File: src/hdl/hsv2rgb_pkg.sv
// types, constants and sector decode for the hsv to rgb pipeline
package hsv2rgb_pkg;

  localparam int SECTOR_SPAN = 960;     // 60 degrees in 1/16 degree steps
  localparam int HUE_LIMIT   = 5760;    // 360 degrees
  localparam int NUM_SECTORS = 6;
  localparam int NUM_STAGES  = 5;
  localparam int SCALE_SHIFT = 30;      // 2^24 * 64, the power of two part of the divisor
  localparam int SAT_LIMIT   = 3840;    // 256 * 15
  localparam int RECIP_15    = 4370;    // ceil(2^16 / 15)
  localparam int RECIP_SHIFT = 16;

  typedef logic [12:0] hue_t;
  typedef logic [12:0] q12_t;
  typedef logic [7:0]  byte_t;
  typedef logic [2:0]  sector_t;
  typedef logic [9:0]  ramp_fac_t;
  typedef logic [25:0] chroma_t;
  typedef logic [35:0] ramp_t;
  typedef logic signed [26:0] diff_t;
  typedef logic signed [37:0] sum_t;

  localparam sector_t SECTOR_GREY = 3'd6;

  typedef enum logic [1:0] {
    PART_ZERO,
    PART_CHROMA,
    PART_RAMP
  } part_sel_t;

  typedef struct packed {
    part_sel_t red;
    part_sel_t green;
    part_sel_t blue;
  } sel_set_t;

  // stage 2 -> mixer
  typedef struct packed {
    ramp_t    ramp;
    ramp_t    cpart;
    diff_t    diff;
    sel_set_t sel;
    byte_t    alpha;
  } mix_in_t;

  // mixer -> channel scalers
  typedef struct packed {
    sum_t  sum_red;
    sum_t  sum_green;
    sum_t  sum_blue;
    byte_t alpha;
  } chan_in_t;

  function automatic sel_set_t sector_sel(input sector_t sector);
    sel_set_t s;
    s = '{PART_ZERO, PART_ZERO, PART_ZERO};
    unique case (sector)
      3'd0: s = '{PART_CHROMA, PART_RAMP, PART_ZERO};
      3'd1: s = '{PART_RAMP, PART_CHROMA, PART_ZERO};
      3'd2: s = '{PART_ZERO, PART_CHROMA, PART_RAMP};
      3'd3: s = '{PART_ZERO, PART_RAMP, PART_CHROMA};
      3'd4: s = '{PART_RAMP, PART_ZERO, PART_CHROMA};
      3'd5: s = '{PART_CHROMA, PART_ZERO, PART_RAMP};
      default: s = '{PART_ZERO, PART_ZERO, PART_ZERO};
    endcase
    return s;
  endfunction

endpackage

File: src/hdl/hsv2rgb_in_if.sv
// pixel input channel: hsv plus alpha
interface hsv2rgb_in_if import hsv2rgb_pkg::*; ();
  logic  valid;
  logic  ready;
  hue_t  hue;
  q12_t  saturation;
  q12_t  brightness;
  byte_t alpha_in;

  modport source (output valid, hue, saturation, brightness, alpha_in, input ready);
  modport sink (input valid, hue, saturation, brightness, alpha_in, output ready);
endinterface

File: src/hdl/hsv2rgb_out_if.sv
// pixel output channel: rgb plus alpha
interface hsv2rgb_out_if import hsv2rgb_pkg::*; ();
  logic  valid;
  logic  ready;
  byte_t red;
  byte_t green;
  byte_t blue;
  byte_t alpha_out;

  modport source (output valid, red, green, blue, alpha_out, input ready);
  modport sink (input valid, red, green, blue, alpha_out, output ready);
endinterface

File: src/hdl/hsv2rgb_chroma.sv
// stages 1 and 2: chroma, hue sector decode, ramp product and base difference
module hsv2rgb_chroma import hsv2rgb_pkg::*; (
  input  logic    clk,
  input  logic    en_a,
  input  logic    en_b,
  input  hue_t    hue,
  input  q12_t    saturation,
  input  q12_t    brightness,
  input  byte_t   alpha_in,
  output mix_in_t mix_out
);

  sector_t   sector;
  hue_t      offset;
  ramp_fac_t frac;
  ramp_fac_t ramp_fac;

  chroma_t   chroma_r;
  ramp_fac_t ramp_fac_r;
  q12_t      bright_r;
  sel_set_t  sel_r;
  byte_t     alpha_r;
  mix_in_t   mix_r;
  mix_in_t   mix_nxt;

  always_comb begin
    sector = '0;
    for (int k = 1; k < NUM_SECTORS; k++) begin
      if (hue >= 13'(k * SECTOR_SPAN)) begin
        sector = 3'(k);
      end
    end
    offset = hue - 13'(int'(sector) * SECTOR_SPAN);
    frac   = offset[9:0];
    // odd sectors ramp down
    ramp_fac = sector[0] ? (10'(SECTOR_SPAN) - frac) : frac;
    if (hue >= 13'(HUE_LIMIT)) begin
      sector = SECTOR_GREY;
    end
  end

  always_ff @(posedge clk) begin
    if (en_a) begin
      chroma_r   <= 26'(saturation) * 26'(brightness);
      ramp_fac_r <= ramp_fac;
      bright_r   <= brightness;
      sel_r      <= sector_sel(sector);
      alpha_r    <= alpha_in;
    end
  end

  always_comb begin
    mix_nxt.ramp  = 36'(chroma_r) * 36'(ramp_fac_r);
    mix_nxt.cpart = (36'(chroma_r) << 10) - (36'(chroma_r) << 6);
    mix_nxt.diff  = $signed({2'b00, bright_r, 12'b0}) - $signed({1'b0, chroma_r});
    mix_nxt.sel   = sel_r;
    mix_nxt.alpha = alpha_r;
  end

  always_ff @(posedge clk) begin
    if (en_b) begin
      mix_r <= mix_nxt;
    end
  end

  assign mix_out = mix_r;

endmodule

File: src/hdl/hsv2rgb_mix.sv
// stage 3: per channel sum of part and base in the common unit
module hsv2rgb_mix import hsv2rgb_pkg::*; (
  input  logic     clk,
  input  logic     en,
  input  mix_in_t  mix_in,
  output chan_in_t chan_out
);

  logic signed [36:0] diff_ext;
  logic signed [36:0] base;
  sum_t               base_ext;
  sum_t               part_red;
  sum_t               part_green;
  sum_t               part_blue;
  chan_in_t           chan_r;
  chan_in_t           chan_nxt;

  function automatic sum_t pick(input part_sel_t sel, input ramp_t ramp, input ramp_t cpart);
    sum_t p;
    case (sel)
      PART_CHROMA: p = $signed({2'b00, cpart});
      PART_RAMP:   p = $signed({2'b00, ramp});
      default:     p = '0;
    endcase
    return p;
  endfunction

  always_comb begin
    diff_ext   = 37'(mix_in.diff);
    // 960 * diff
    base       = (diff_ext <<< 10) - (diff_ext <<< 6);
    base_ext   = 38'(base);
    part_red   = pick(mix_in.sel.red, mix_in.ramp, mix_in.cpart);
    part_green = pick(mix_in.sel.green, mix_in.ramp, mix_in.cpart);
    part_blue  = pick(mix_in.sel.blue, mix_in.ramp, mix_in.cpart);
    chan_nxt.sum_red   = part_red + base_ext;
    chan_nxt.sum_green = part_green + base_ext;
    chan_nxt.sum_blue  = part_blue + base_ext;
    chan_nxt.alpha     = mix_in.alpha;
  end

  always_ff @(posedge clk) begin
    if (en) begin
      chan_r <= chan_nxt;
    end
  end

  assign chan_out = chan_r;

endmodule

File: src/hdl/hsv2rgb_chan.sv
// stages 4 and 5: scale one channel sum by 255 / (960 * 2^24) and saturate
module hsv2rgb_chan import hsv2rgb_pkg::*; (
  input  logic  clk,
  input  logic  en_a,
  input  logic  en_b,
  input  sum_t  sum,
  output byte_t chan_byte
);

  logic signed [45:0] sum_ext;
  logic signed [45:0] scaled;
  logic signed [15:0] coarse;
  logic [11:0]        coarse_nxt;
  logic               sat_nxt;
  logic [11:0]        coarse_r;
  logic               sat_r;
  logic [24:0]        recip_prod;
  byte_t              byte_r;

  always_comb begin
    sum_ext = 46'(sum);
    scaled  = (sum_ext <<< 8) - sum_ext;
    // divide by 2^30 here, the remaining factor of 15 goes next stage
    coarse  = scaled[45:SCALE_SHIFT];
    coarse_nxt = '0;
    sat_nxt    = 1'b0;
    if (sum > 0) begin
      if (coarse >= 16'(SAT_LIMIT)) begin
        sat_nxt = 1'b1;
      end else begin
        coarse_nxt = coarse[11:0];
      end
    end
  end

  always_ff @(posedge clk) begin
    if (en_a) begin
      coarse_r <= coarse_nxt;
      sat_r    <= sat_nxt;
    end
  end

  // floor(coarse / 15) by reciprocal, exact below the saturation limit
  assign recip_prod = 25'(coarse_r) * 25'(RECIP_15);

  always_ff @(posedge clk) begin
    if (en_b) begin
      byte_r <= sat_r ? 8'hFF : recip_prod[RECIP_SHIFT +: 8];
    end
  end

  assign chan_byte = byte_r;

endmodule

File: src/hdl/hsv_to_rgb_converter_unit.sv
// hsv to rgb converter top level: five stage pipeline with per stage valid and stall
//
//   channel   direction  payload                                 handshake
//   in_pix    sink       hue, saturation, brightness, alpha_in   valid / ready
//   out_pix   source     red, green, blue, alpha_out             valid / ready
//
// one pixel per clock sustained while out_pix.ready is high; out_pix.valid rises when the
// input pixel reaches the last stage, after its valid bit has passed through every stage
// the five register stages are chroma/sector, ramp multiply, channel sum, scale, reciprocal
// a stage loads whenever it is empty or the stage after it moves, so bubbles close up
// under a stall nothing is lost; in_pix.ready drops only when all five stages hold pixels
// synchronous active low reset clears the valid bits only, no clearing pass
module hsv_to_rgb_converter_unit import hsv2rgb_pkg::*; (
  input logic           clk,
  input logic           rst_n,
  hsv2rgb_in_if.sink    in_pix,
  hsv2rgb_out_if.source out_pix
);

  logic [NUM_STAGES-1:0] vld_r;
  logic [NUM_STAGES-1:0] vld_nxt;
  logic [NUM_STAGES-1:0] en;

  mix_in_t  mix_in;
  chan_in_t chan_in;
  byte_t    alpha_d_r;
  byte_t    alpha_e_r;

  always_comb begin
    en[NUM_STAGES-1] = !vld_r[NUM_STAGES-1] || out_pix.ready;
    for (int i = NUM_STAGES - 2; i >= 0; i--) begin
      en[i] = !vld_r[i] || en[i+1];
    end
    vld_nxt[0] = en[0] ? in_pix.valid : vld_r[0];
    for (int i = 1; i < NUM_STAGES; i++) begin
      vld_nxt[i] = en[i] ? vld_r[i-1] : vld_r[i];
    end
  end

  always_ff @(posedge clk) begin
    if (!rst_n) begin
      vld_r <= '0;
    end else begin
      vld_r <= vld_nxt;
    end
  end

  hsv2rgb_chroma u_chroma (
    .clk        (clk),
    .en_a       (en[0]),
    .en_b       (en[1]),
    .hue        (in_pix.hue),
    .saturation (in_pix.saturation),
    .brightness (in_pix.brightness),
    .alpha_in   (in_pix.alpha_in),
    .mix_out    (mix_in)
  );

  hsv2rgb_mix u_mix (
    .clk      (clk),
    .en       (en[2]),
    .mix_in   (mix_in),
    .chan_out (chan_in)
  );

  hsv2rgb_chan u_chan_red (
    .clk       (clk),
    .en_a      (en[3]),
    .en_b      (en[4]),
    .sum       (chan_in.sum_red),
    .chan_byte (out_pix.red)
  );

  hsv2rgb_chan u_chan_green (
    .clk       (clk),
    .en_a      (en[3]),
    .en_b      (en[4]),
    .sum       (chan_in.sum_green),
    .chan_byte (out_pix.green)
  );

  hsv2rgb_chan u_chan_blue (
    .clk       (clk),
    .en_a      (en[3]),
    .en_b      (en[4]),
    .sum       (chan_in.sum_blue),
    .chan_byte (out_pix.blue)
  );

  // alpha rides alongside the channel scalers
  always_ff @(posedge clk) begin
    if (en[3]) begin
      alpha_d_r <= chan_in.alpha;
    end
    if (en[4]) begin
      alpha_e_r <= alpha_d_r;
    end
  end

  assign in_pix.ready      = en[0];
  assign out_pix.valid     = vld_r[NUM_STAGES-1];
  assign out_pix.alpha_out = alpha_e_r;

endmodule

File: src/flat_wrapper.sv
// flat-port wrapper written by rule: the top's interface ports become plain ports
module hsv_to_rgb_converter_unit_flat import hsv2rgb_pkg::*;
  (clk, rst_n, in_pix_valid, in_pix_hue, in_pix_saturation, in_pix_brightness, in_pix_alpha_in, in_pix_ready, out_pix_valid, out_pix_red, out_pix_green, out_pix_blue, out_pix_alpha_out, out_pix_ready);
  hsv2rgb_in_if in_pix_i ();
  hsv2rgb_out_if out_pix_i ();
  input logic clk;
  input logic rst_n;
  input wire logic [$bits(in_pix_i.valid)-1:0] in_pix_valid;
  input wire logic [$bits(in_pix_i.hue)-1:0] in_pix_hue;
  input wire logic [$bits(in_pix_i.saturation)-1:0] in_pix_saturation;
  input wire logic [$bits(in_pix_i.brightness)-1:0] in_pix_brightness;
  input wire logic [$bits(in_pix_i.alpha_in)-1:0] in_pix_alpha_in;
  output wire logic [$bits(in_pix_i.ready)-1:0] in_pix_ready;
  output wire logic [$bits(out_pix_i.valid)-1:0] out_pix_valid;
  output wire logic [$bits(out_pix_i.red)-1:0] out_pix_red;
  output wire logic [$bits(out_pix_i.green)-1:0] out_pix_green;
  output wire logic [$bits(out_pix_i.blue)-1:0] out_pix_blue;
  output wire logic [$bits(out_pix_i.alpha_out)-1:0] out_pix_alpha_out;
  input wire logic [$bits(out_pix_i.ready)-1:0] out_pix_ready;
  assign in_pix_i.valid = in_pix_valid;
  assign in_pix_i.hue = in_pix_hue;
  assign in_pix_i.saturation = in_pix_saturation;
  assign in_pix_i.brightness = in_pix_brightness;
  assign in_pix_i.alpha_in = in_pix_alpha_in;
  assign in_pix_ready = in_pix_i.ready;
  assign out_pix_valid = out_pix_i.valid;
  assign out_pix_red = out_pix_i.red;
  assign out_pix_green = out_pix_i.green;
  assign out_pix_blue = out_pix_i.blue;
  assign out_pix_alpha_out = out_pix_i.alpha_out;
  assign out_pix_i.ready = out_pix_ready;
  hsv_to_rgb_converter_unit u_core (.clk(clk), .rst_n(rst_n), .in_pix(in_pix_i), .out_pix(out_pix_i));
endmodule
File: config.mk
export PLATFORM = sky130hd
export DESIGN_NAME = hsv_to_rgb_converter_unit_flat
export DESIGN_NICKNAME = d
export VERILOG_FILES = /design/src/hdl/hsv2rgb_pkg.sv /design/src/hdl/hsv2rgb_in_if.sv /design/src/hdl/hsv2rgb_out_if.sv /design/src/hdl/hsv2rgb_chroma.sv /design/src/hdl/hsv2rgb_mix.sv /design/src/hdl/hsv2rgb_chan.sv /design/src/hdl/hsv_to_rgb_converter_unit.sv /design/src/flat_wrapper.sv
export SDC_FILE = /design/constraint.sdc
export NUM_CORES = 2
export LEC_CHECK = 0
export ABC_AREA = 1
export BUFFER_PORTS_ARGS = -buffer_cell sky130_fd_sc_hd__clkbuf_2
export CAP_MARGIN = 10
export CORE_AREA = 3 3 312 544
export CTS_BUF_LIST = sky130_fd_sc_hd__clkbuf_4
export DETAILED_ROUTE_END_ITERATION = 8
export DIE_AREA = 0 0 315 547
export HOLD_SLACK_MARGIN = 0.05
export PLACE_DENSITY_LB_ADDON = 0.1
export SYNTH_ARGS = -nofsm -noshare
export SYNTH_HDL_FRONTEND = slang
export SYNTH_SLANG_ARGS = --single-unit
File: constraint.sdc
create_clock -name clk -period 9.3 [get_ports clk]
set_input_delay 0.465 -clock clk [delete_from_list [all_inputs] [get_ports clk]]
set_output_delay 0.465 -clock clk [all_outputs]
set_load 0.02 [all_outputs]
==> impl_metrics.yaml <==
global_route:
  grt_pass1_vias: 46200
  grt_pass1_wl_mm: 267
  grt_max_degree: 71
  antenna_found_initial: 4
  grtUsageTotal: 0.206
  use_met1: 0.181
  grtUsageMet2: 0.424
  met3_usage: 0.0150
  grt_busiest_layer: "met2"
  grt-ovfl-total: 0
min_path:
  min_from: "in_pix_saturation[1]"
  hold_end: "u_core.u_chroma.chroma_r[1]$_DFFE_PP_"
  min_path_cells: 4
  hold_path.class: "input pin to flip-flop"
synth:
  syn_inst: 6739
  synth_area_mm2: 0.0495
  synth-edff-count: 367
  synthTopCellsByArea: "edfxtp_1 22%, ha_1 15%, nand2_1 14%"
  synth.avg_cell_area_um2: 7.35
  netlist_top_cells_count: "1,843 x nand2_1, 1,419 x inv_1, 601 x ha_1, 495 x a21oi_1, 444 x nor2_1"
  ys_types: 51
  synthArstFlopShare: 0
  synth_fp_nets: 7728
  synth_flop_cell: "edfxtp_1"
  ys_seq_elements: 372
  ys_warn_count: 0
  yosys.area.top_type_share: 0.223
  yosysTopAreaCell: "edfxtp_1"
  post-synth-top-count-cell: "nand2_1"
  yosysSeqAreaShare: 0.225
setup_path:
  criticalPathCategory: "flip-flop to flip-flop"
  rrSetupSlack_ps: 3260
  path_max_fanout: 13
  reg2reg_depth: 17
  startpoint_type: "flip-flop"
  critPathArrivalTime_ps: 6800
  worstReg2RegStart: "u_core.u_chroma.chroma_r[9]$_DFFE_PP_"
  cp_data_required_time_ps: 10060
  r2r_end: "u_core.u_chroma.mix_out[112]$_DFFE_PP_"
  end_kind: "flip-flop"
timing:
  finClkSkew_ps: 82.3
  hold_slack_ps: 266
  worst_pin_slew_ps: 1250
  finalSetupViolCount: 0
  rsz0062_at_grt: "no"
  fin_crit_ps: 6040
  slew_headroom: 0.165
  fmax_mhz: 166
  min_period_over_period: 0.649
  slew_violations: 0
  fin_setup_tns_ps: 0
  finalHoldViolCount: 0
cts:
  htree_levels: 3
  numCtsBuffers: 99
  cts_sinks: 372
  cts.reportedPaths.clkPinSlew_ps: 80
  clk_path_buf_depth: 3
  clock_latency_ps: 1050
  root_buffer: "clkbuf_4"
  cts_tree: "yes"
  cts_setup_buffers: 0
placed_design:
  place.gp.congestion: 0.978
  port_buffers: 84
  dp_hpwl_mm: 152
die:
  pin_count: 85
  core_area_mm2: 0.166
  dieHeight_um: 547
  initial_utilization: 0.298
  die-area_mm2: 0.172
  core.rowCount: 198
  die_w_um: 315
final_layout:
  area_delta_synth_final_pct: 10.1
  nets: 7900
  drive_gt1_frac: 0.0546
drt:
  avgViaCountPerCell: 4.72
  finalWirelength_mm: 177
  ant_nets: 0
  wl_per_cell_um: 19.3
  vias: 43400
  drtIter0Drc: 1846
  first_pass_iters: 6
  drc_errors: 0
status:
  run_status: "completed"
run:
  drv_cap: 0
## cell type report
cell class	instances	area [um2]
fill	18200	112000
multi-input combinational	4829	32600
sequential	372	11100
inverter	1421	5340
tap	2200	2750
timing repair buffer	188	1350
clock buffer	131	983
clock inverter	49	380
antenna	2	5.00
## worst max-delay path: stages (launching register included)
cell and delay, ps:
edfxtp_1 920, nand2_1 110, inv_1 100, fa_1 440
fa_1 590, fa_1 440, fa_1 500, inv_1 50
fa_1 490, inv_1 70, ha_1 440, nand2_1 130
nor2_1 230, a21oi_1 110, o311ai_0 820, a21oi_1 180
nand2_1 110, nand2_1 50
## metrics by stage
step	instances	setup WS, ps	area (um2)	utilization
2_1_floorplan	6739	1740	49500	-
3_3_place_gp	8952	3080	52600	0.316
4_1_cts	9190	3160	54500	0.328
5_1_grt	9191	2900	54500	0.328
3_5_place_dp	8952	3160	52600	0.316
6_report	9192	3260	54500	0.328
## cells in the final DEF, fill, tap and decap left out, types with 4 or more instances in the layout
cell type | synthesis | final
o21ai_1 | 4 | 4
o21a_1 | 18 | 18
and2_1 | 4 | 4
nor2_1 | 444 | 444
dfxtp_1 | 5 | 5
o211ai_1 | 12 | 12
xor2_1 | 174 | 174
nor4_1 | 23 | 23
a211oi_1 | 4 | 4
o31ai_1 | 9 | 9
o21bai_1 | 40 | 40
clkinv_1 | 0 | 24
a221oi_1 | 7 | 7
a21o_1 | 35 | 35
inv_1 | 1419 | 1415
dlygate4sd3_1 | 0 | 58
a21oi_1 | 495 | 495
a21boi_0 | 10 | 10
clkbuf_2 | 0 | 84
nand3_1 | 189 | 189
clkinv_2 | 0 | 15
o2111ai_1 | 5 | 5
nand3b_1 | 10 | 10
buf_4 | 0 | 46
nand4_1 | 85 | 85
nand2_1 | 1843 | 1842
fa_1 | 337 | 337
nor2_2 | 46 | 46
nor3_1 | 68 | 68
a31oi_1 | 25 | 25
xnor2_1 | 74 | 74
edfxtp_1 | 367 | 367
or2_2 | 9 | 9
bufinv_16 | 0 | 5
o21ai_0 | 209 | 209
nor3_2 | 7 | 7
clkbuf_4 | 0 | 131
nand2_2 | 17 | 17
ha_1 | 601 | 599
## cell families after synthesis
group,count (synthesis),share of synthesized area
AND/OR/NAND/NOR,2752,0.227
buffers and inverters,1538,0.117
adder cells (fa/ha/maj),938,0.288
AO/OA/AOI/OAI,891,0.0996
flip-flops,372,0.225
XOR/XNOR,248,0.0439
## sequential cells by signal, indices dropped and copies added (netlist names), 10 cells and up
signal and flops:
u_core.u_chroma.mix_out 103, u_core.u_chroma.ramp_fac_r 10, u_core.u_chan_green.coarse_r 12, u_core.u_chroma.bright_r 13
u_core.u_chan_blue.coarse_r 12, u_core.u_chroma.chroma_r 26, u_core.u_mix.chan_out 122, u_core.u_chan_red.coarse_r 12
## how the worst max path moves through the flow
stage,endpoint,from,depth (start not counted)
2_1_floorplan,u_core.u_chroma.mix_out[0]$_DFFE_PP_,out_pix_ready,8
3_3_place_gp,u_core.u_chroma.mix_out[103]$_DFFE_PP_,u_core.u_chroma.chroma_r[5]$_DFFE_PP_,21
3_5_place_dp,u_core.u_chroma.mix_out[103]$_DFFE_PP_,u_core.u_chroma.chroma_r[5]$_DFFE_PP_,21
4_1_cts,u_core.u_chroma.mix_out[103]$_DFFE_PP_,u_core.u_chroma.chroma_r[5]$_DFFE_PP_,21
5_1_grt,u_core.u_chroma.mix_out[103]$_DFFE_PP_,u_core.u_chroma.chroma_r[8]$_DFFE_PP_,21
6_report,u_core.u_chroma.mix_out[112]$_DFFE_PP_,u_core.u_chroma.chroma_r[9]$_DFFE_PP_,17
## metal layers
metal  part of all wire  vias to the layer above
li1                   -                    21700
met1               0.32                    20500
met2               0.58                      794
met3              0.020                      449
met4              0.081                        4
met5            0.00013                        -
## what timing repair did
item / in CTS / in global routing
hold endpoints to repair: 64 / 0
resized for setup: 0 / 0
setup endpoints to repair: 0 / 0
hold buffers: 58 / 0
Power is not shown: default switching activity piles up to over one toggle a cycle in this logic, so the estimate is an artifact.
